<file path="src/sv/u2d_pkg.sv">
package u2d_pkg;

   localparam logic [7:0] UNKNOWN_GLYPH_RESET = 8'h07;
   localparam int LETTER_COUNT = 12;

   typedef struct packed {
      logic        valid;
      logic [7:0]  code;
   } u2d_result_type;

   typedef struct packed {
      logic        hit;
      logic [7:0]  glyph;
   } u2d_lookup_type;

   typedef struct packed {
      logic [10:0] point;
      logic [7:0]  glyph;
   } u2d_letter_type;

   localparam u2d_letter_type LETTER_MAP [LETTER_COUNT] = '{
      '{11'h0E7, 8'h87}, '{11'h11F, 8'h00}, '{11'h131, 8'h01}, '{11'h0F6, 8'h94},
      '{11'h15F, 8'h02}, '{11'h0FC, 8'h81}, '{11'h0C7, 8'h80}, '{11'h130, 8'h03},
      '{11'h11E, 8'h04}, '{11'h0D6, 8'h05}, '{11'h15E, 8'h06}, '{11'h0DC, 8'h9A}
   };

   // All table points are distinct, so at most one entry matches.
   function automatic u2d_lookup_type lookup_letter(input logic [10:0] point);
      u2d_lookup_type found;
      found = '0;
      for (int i = 0; i < LETTER_COUNT; i++) begin
         if (LETTER_MAP[i].point == point) begin
            found.hit   = 1'b1;
            found.glyph = LETTER_MAP[i].glyph;
         end
      end
      return found;
   endfunction

endpackage

</file>
<file path="src/sv/u2d_if.sv">
interface u2d_req_if;
   logic       valid;
   logic       ready;
   logic [7:0] text_byte;
   logic       start_of_text;

   modport source (output valid, output text_byte, output start_of_text, input ready);
   modport sink (input valid, input text_byte, input start_of_text, output ready);
endinterface

interface u2d_rsp_if;
   logic       valid;
   logic       ready;
   logic [7:0] display_code;

   modport source (output valid, output display_code, input ready);
   modport sink (input valid, input display_code, output ready);
endinterface

</file>
<file path="src/sv/u2d_decode.sv">
module u2d_decode
   import u2d_pkg::*;
(
   input  logic           clock,
   input  logic           reset,
   input  logic           step,
   input  logic [7:0]     text_byte,
   input  logic           start_of_text,
   input  logic [7:0]     unknown_glyph,
   output u2d_result_type result
);

   logic [4:0] held_lead_bits_ff, held_lead_bits_in;
   logic       awaiting_second_ff, awaiting_second_in;
   logic [2:0] bytes_to_skip_ff, bytes_to_skip_in;

   logic           awaiting;
   logic [2:0]     skip_count;
   u2d_lookup_type found;

   assign awaiting   = awaiting_second_ff & ~start_of_text;
   assign skip_count = start_of_text ? 3'd0 : bytes_to_skip_ff;
   assign found      = lookup_letter({held_lead_bits_ff, text_byte[5:0]});

   always_comb begin
      held_lead_bits_in  = start_of_text ? 5'd0 : held_lead_bits_ff;
      awaiting_second_in = awaiting;
      bytes_to_skip_in   = skip_count;
      result             = '0;
      if (awaiting) begin
         awaiting_second_in = 1'b0;
         held_lead_bits_in  = 5'd0;
         result.valid       = 1'b1;
         result.code        = found.hit ? found.glyph : unknown_glyph;
      end else if (skip_count != 3'd0) begin
         bytes_to_skip_in = skip_count - 3'd1;
      end else if (text_byte != 8'd0) begin
         if (text_byte[7:5] == 3'b110) begin
            held_lead_bits_in  = text_byte[4:0];
            awaiting_second_in = 1'b1;
         end else begin
            result.valid = 1'b1;
            result.code  = text_byte;
            if (text_byte[7:3] == 5'b11111) begin
               bytes_to_skip_in = 3'd4;
            end else if (text_byte[7:4] == 4'b1111) begin
               bytes_to_skip_in = 3'd3;
            end else if (text_byte[7:5] == 3'b111) begin
               bytes_to_skip_in = 3'd2;
            end
         end
      end
   end

   always_ff @(posedge clock) begin
      if (reset) begin
         held_lead_bits_ff  <= 5'd0;
         awaiting_second_ff <= 1'b0;
         bytes_to_skip_ff   <= 3'd0;
      end else if (step) begin
         held_lead_bits_ff  <= held_lead_bits_in;
         awaiting_second_ff <= awaiting_second_in;
         bytes_to_skip_ff   <= bytes_to_skip_in;
      end
   end

endmodule

</file>
<file path="src/sv/utf8_to_display_charset.sv">
// Each accepted input item is held in the input register, then decoded into the result register.
// Throughput: one item per cycle; the input register drains into the decode
// and result register stage whenever the result register is empty or being taken.
// Reset clears the pending sequence, the pipeline valid flags and sets the
// unknown glyph register to 7.
module utf8_to_display_charset
   import u2d_pkg::*;
(
   input  logic        clock,
   input  logic        reset,
   u2d_req_if.sink     req_ch,
   u2d_rsp_if.source   rsp_ch,
   input  logic        csr_write_enable,
   input  logic [7:0]  csr_write_data
);

   logic       req_valid_ff, req_valid_in;
   logic [7:0] req_byte_ff;
   logic       req_start_ff;
   logic       rsp_valid_ff, rsp_valid_in;
   logic [7:0] rsp_code_ff;
   logic [7:0] unknown_glyph_ff;
   logic       advance;

   u2d_result_type result;

   assign advance      = req_valid_ff & (~rsp_valid_ff | rsp_ch.ready);
   assign req_ch.ready = ~req_valid_ff | advance;
   assign req_valid_in = req_ch.ready ? req_ch.valid : req_valid_ff;

   always_comb begin
      rsp_valid_in = rsp_valid_ff;
      if (advance) begin
         rsp_valid_in = result.valid;
      end else if (rsp_ch.ready) begin
         rsp_valid_in = 1'b0;
      end
   end

   u2d_decode u_decode (
      .clock         (clock),
      .reset         (reset),
      .step          (advance),
      .text_byte     (req_byte_ff),
      .start_of_text (req_start_ff),
      .unknown_glyph (unknown_glyph_ff),
      .result        (result)
   );

   always_ff @(posedge clock) begin
      if (reset) begin
         req_valid_ff     <= 1'b0;
         rsp_valid_ff     <= 1'b0;
         unknown_glyph_ff <= UNKNOWN_GLYPH_RESET;
      end else begin
         req_valid_ff <= req_valid_in;
         rsp_valid_ff <= rsp_valid_in;
         if (csr_write_enable) begin
            unknown_glyph_ff <= csr_write_data;
         end
      end
   end

   always_ff @(posedge clock) begin
      if (req_ch.ready) begin
         req_byte_ff  <= req_ch.text_byte;
         req_start_ff <= req_ch.start_of_text;
      end
      if (advance) begin
         rsp_code_ff <= result.code;
      end
   end

   assign rsp_ch.valid        = rsp_valid_ff;
   assign rsp_ch.display_code = rsp_code_ff;

endmodule

</file>
<file path="src/flat_wrapper.sv">
// flat-port wrapper written by rule: the top's interface ports become plain ports
module utf8_to_display_charset_flat import u2d_pkg::*;
  (clock, reset, csr_write_enable, csr_write_data, req_ch_valid, req_ch_text_byte, req_ch_start_of_text, req_ch_ready, rsp_ch_valid, rsp_ch_display_code, rsp_ch_ready);
  u2d_req_if req_ch_i ();
  u2d_rsp_if rsp_ch_i ();
  input  logic clock;
  input  logic reset;
  input  logic csr_write_enable;
  input  logic [7:0] csr_write_data;
  input wire logic [$bits(req_ch_i.valid)-1:0] req_ch_valid;
  input wire logic [$bits(req_ch_i.text_byte)-1:0] req_ch_text_byte;
  input wire logic [$bits(req_ch_i.start_of_text)-1:0] req_ch_start_of_text;
  output wire logic [$bits(req_ch_i.ready)-1:0] req_ch_ready;
  output wire logic [$bits(rsp_ch_i.valid)-1:0] rsp_ch_valid;
  output wire logic [$bits(rsp_ch_i.display_code)-1:0] rsp_ch_display_code;
  input wire logic [$bits(rsp_ch_i.ready)-1:0] rsp_ch_ready;
  assign req_ch_i.valid = req_ch_valid;
  assign req_ch_i.text_byte = req_ch_text_byte;
  assign req_ch_i.start_of_text = req_ch_start_of_text;
  assign req_ch_ready = req_ch_i.ready;
  assign rsp_ch_valid = rsp_ch_i.valid;
  assign rsp_ch_display_code = rsp_ch_i.display_code;
  assign rsp_ch_i.ready = rsp_ch_ready;
  utf8_to_display_charset u_core (.clock(clock), .reset(reset), .req_ch(req_ch_i), .rsp_ch(rsp_ch_i), .csr_write_enable(csr_write_enable), .csr_write_data(csr_write_data));
endmodule
</file>
<file path="config.mk">
export PLATFORM = sky130hd
export DESIGN_NAME = utf8_to_display_charset_flat
export DESIGN_NICKNAME = d
export VERILOG_FILES = /design/src/sv/u2d_pkg.sv /design/src/sv/u2d_if.sv /design/src/sv/u2d_decode.sv /design/src/sv/utf8_to_display_charset.sv /design/src/flat_wrapper.sv
export SDC_FILE = /design/constraint.sdc
export NUM_CORES = 1
export LEC_CHECK = 0
export BUFFER_PORTS_ARGS = -buffer_cell sky130_fd_sc_hd__buf_2
export CORE_MARGIN = 5
export CORE_UTILIZATION = 39
export DETAILED_ROUTE_END_ITERATION = 10
export HOLD_SLACK_MARGIN = 0.02
export MAX_ROUTING_LAYER = met4
export SETUP_SLACK_MARGIN = 0.02
export SYNTH_ARGS = -nofsm -noshare
export SYNTH_HDL_FRONTEND = slang
export SYNTH_SLANG_ARGS = --single-unit
</file>
<file path="constraint.sdc">
create_clock -name clock -period 2.3 [get_ports clock]
set_input_delay 0.115 -clock clock [delete_from_list [all_inputs] [get_ports clock]]
set_output_delay 0.115 -clock clock [all_outputs]
set_load 0.02 [all_outputs]
</file>
==> qor.yml <==
routing:
  viasPerCell: 5.25
  route.vias.total: 1634
  initialDrtViolationCount: 110
  remaining_drc_errors: 0
  drt_first_pass_iters: 4
  wirelength_mm: 4.53
  drtAntennaViolNets: 0
  detail_route.wl_per_cell_um: 14.5
grt:
  track_usage: 0.158
  pin_count_of_the_biggest_net_entering_global_routing: 20
  number_of_antenna_violations_at_the_first_check_in_global_routing: 0
  grt_pass1_wl_mm: 7.55
  globalRoute.totalOverflow: 0
  first_global_vias: 1538
placed_design:
  place_worst_setup_slack_ns: 0.269
  dpl.cell_count: 290
  placement.cell_area_um2: 2140
  place.port_buffers: 31
  detailedPlacementHpwl_mm: 3.20
  finalWeightedCongestion: 0.913
yosys:
  synth-seq-cells: 36
  synthesis.area_per_instance_um2: 9.67
  asyncSetResetFlopFracSynth: 0
  synth-warning-count: 0
  ys_dominant_reg_cell: "dfxtp_1"
  syn_area_um2: 1920
  synth_edf_count: 17
  synth_fp_nets: 222
  synthesis.instances: 198
  post_synth_num_cell_types: 51
  synth_seq_area_share: 0.465
setup_path:
  crit_fanout: 8
  timing.critical_path.to_type: "flop"
  crit_slowest_cell: "or4_4"
  path_class: "flop to flop"
  worst-endpoint-required_ns: 2.35
  critPathArrivalTime_ns: 2.09
  cp_cell_sequence: "or4_4 > o221a_4 > a21oi_2 > a41o_2 > o31ai_2"
  critPathMaxStageDelay_ns: 0.58
  startpoint_type: "flop"
final_layout:
  multi_input_comb_area_um2: 941
  final_layout_size_suffix_gt1_frac: 0.262
  final_nets: 267
  share_of_the_core_filled_with_cells: 0.498
  num-fill-cells: 469
  postLayoutCellArea_um2: 2370
  ff_latch_area_um2: 891
  final_non_filler_cells: 311
  antenna_cells: 0
  areaGrowthSynthToFinish_pct: 23.6
pwr:
  static-leakage-power_nw: 0.920
  p_per_area_nw_per_um2: 624
  worst_supply_voltage_drop_on_vdd_mv: 0.449
  total_power_mw: 1.48
timing:
  max_slew_margin: 0.701
  setup_viol: 0
  setup-tns-final_ns: 0
  max_clock_freq_mhz: 490
  worst_slew_pin_slew_ns: 0.445
  final.setup_skew_ns: 0.00587
  final.setup.worst_slack_ns: 0.258
  period_share: 0.888
  post-route-min-period_ns: 2.04
  total_count_of_max_transition_violations_in_the_final_report: 0
  final.hold.worst_slack_ns: 0.0301
  finalHoldViolations: 0
  grt_setup_unrepaired: "no"
cts:
  tritoncts: "yes"
  clk_root_buffer_cell: "clkbuf_8"
  clk-insertion-delay-late_ns: 0.29
  cts.htree.levels: 2
  cts_made_buffers: 5
  clock_tree.buffer_depth: 2
  clkSlewWorstSetupHoldPaths_ns: 0.07
  clock_sink_count: 36
die:
  num_rows: 25
  start_util: 0.403
  dieWidth_um: 80.1
  dieArea_um2: 6410
  die_y_um: 80.1
  placeableCoreArea_um2: 4750
  pin_count: 32
hold_path:
  holdCritPathClass: "input pin to flop"
outcome:
  outcome: "finished, final reports clean"
run:
  maxCapViolations: 0
==> state kept, by name, indices dropped and copies added (netlist names) <==
signal and flops:
u_core.unknown_glyph_ff 8, u_core.u_decode.awaiting_second_ff 1, u_core.u_decode.held_lead_bits_ff 5, u_core.u_decode.bytes_to_skip_ff 3, u_core.req_valid_ff 1, u_core.rsp_ch.valid 1
u_core.req_byte_ff 8, u_core.req_start_ff 1, u_core.rsp_ch.display_code 8
==> timing repair <==
action                                 in CTS  in global routing
endpoints found under the hold margin      10                  0
setup endpoints to repair                   0                  1
buffers inserted                            0                  3
resized for setup                           0                  0
hold buffers                               10                  0
==> worst paths after layout <==
check / cells after the start / slack, ns / endpoint / from
worst max-delay path: 5 / 0.26 / u_core.rsp_ch.display_code[0] / u_core.req_byte_ff[4]
worst min-delay path: 2 / 0.03 / u_core.unknown_glyph_ff[2] / csr_write_data[2]
worst max register to register: 5 / 0.26 / u_core.rsp_ch.display_code[0] / u_core.req_byte_ff[4]
worst min register to register: 2 / 0.48 / u_core.u_decode.bytes_to_skip_ff[0] / u_core.u_decode.bytes_to_skip_ff[0]
==> metal layers <==
layer / vias to the layer above / GRT usage / wire [µm]
met5: - / - / 0
met4: 0 / 0.0591 / 68
met3: 7 / 0.0415 / 229
met2: 40 / 0.244 / 2190
met1: 764 / 0.199 / 2040
li1: 823 / - / -
==> layout make-up <==
cell class,instances,area share
clock inverter,2,0.0148
timing repair buffer,51,0.139
multi-input combinational,145,0.397
sequential,36,0.376
tap,67,0.0354
inverter,4,0.00634
clock buffer,6,0.0306
==> cell families (layout without fill, tap and decap cells) <==
kind of cell	count (synthesis)	in the layout	synth area share
adders and majority gates	2	2	0.0131
AOI/OAI and AO/OA	51	51	0.187
DFF	36	36	0.465
buffers and inverters	17	63	0.0438
and+or+nand+nor	87	87	0.265
muxes	5	5	0.0261
==> cells in the final DEF, fill, tap and decap left out, types with 2 or more instances in the layout <==
cell type / n
mux2i_1: 5
nand2_1: 13
nor2_1: 19
or4_4: 2
or2_2: 3
a32oi_1: 2
clkbuf_8: 5
nand2b_1: 10
nor2b_1: 8
nand3b_1: 3
o21ai_1: 5
a31oi_1: 4
and3_4: 2
nand3_1: 8
a22oi_1: 6
dlygate4sd3_1: 10
nand4_1: 4
dfxtp_1: 19
ha_1: 2
buf_4: 10
edfxtp_1: 17
buf_2: 31
o21ai_0: 5
a21oi_1: 14
nor4b_1: 2
inv_1: 4
a211o_1: 3
==> cells in the mapped netlist, types with 2 or more instances <==
| cell type | instances | area [µm²] |
|---|---|---|
| nand3b_1 | 3 | 22.5 |
| dfxtp_1 | 19 | 380 |
| buf_2 | 4 | 20.0 |
| nor4b_1 | 2 | 17.5 |
| edfxtp_1 | 17 | 510 |
| or4_4 | 2 | 22.5 |
| and3_4 | 2 | 22.5 |
| nor2_1 | 19 | 71.3 |
| o21ai_1 | 5 | 25.0 |
| or2_2 | 3 | 18.8 |
| clkbuf_1 | 5 | 18.8 |
| nor2b_1 | 8 | 50.1 |
| inv_1 | 4 | 15.0 |
| nand2_1 | 13 | 48.8 |
| a211o_1 | 3 | 26.3 |
| nand2b_1 | 10 | 62.6 |
| mux2i_1 | 5 | 50.1 |
| a22oi_1 | 6 | 45.0 |
| o21ai_0 | 5 | 25.0 |
| buf_4 | 4 | 30.0 |
| a32oi_1 | 2 | 17.5 |
| a31oi_1 | 4 | 25.0 |
| nand3_1 | 8 | 40.0 |
| ha_1 | 2 | 25.0 |
| nand4_1 | 4 | 25.0 |
| a21oi_1 | 14 | 70.1 |
==> power by group <==
part           switching, mW  internal [mW]
combinational         0.0941         0.0912
clock                  0.230          0.322
sequential            0.0333          0.708
==> worst max-delay path: cells and delay by family, from the launching register on <==
kind | cells | cell delay [ns]
compound gates | 4 | 0.68
flops | 1 | 0.53
simple gates | 1 | 0.58
Power figures use the tool's default switching activity.
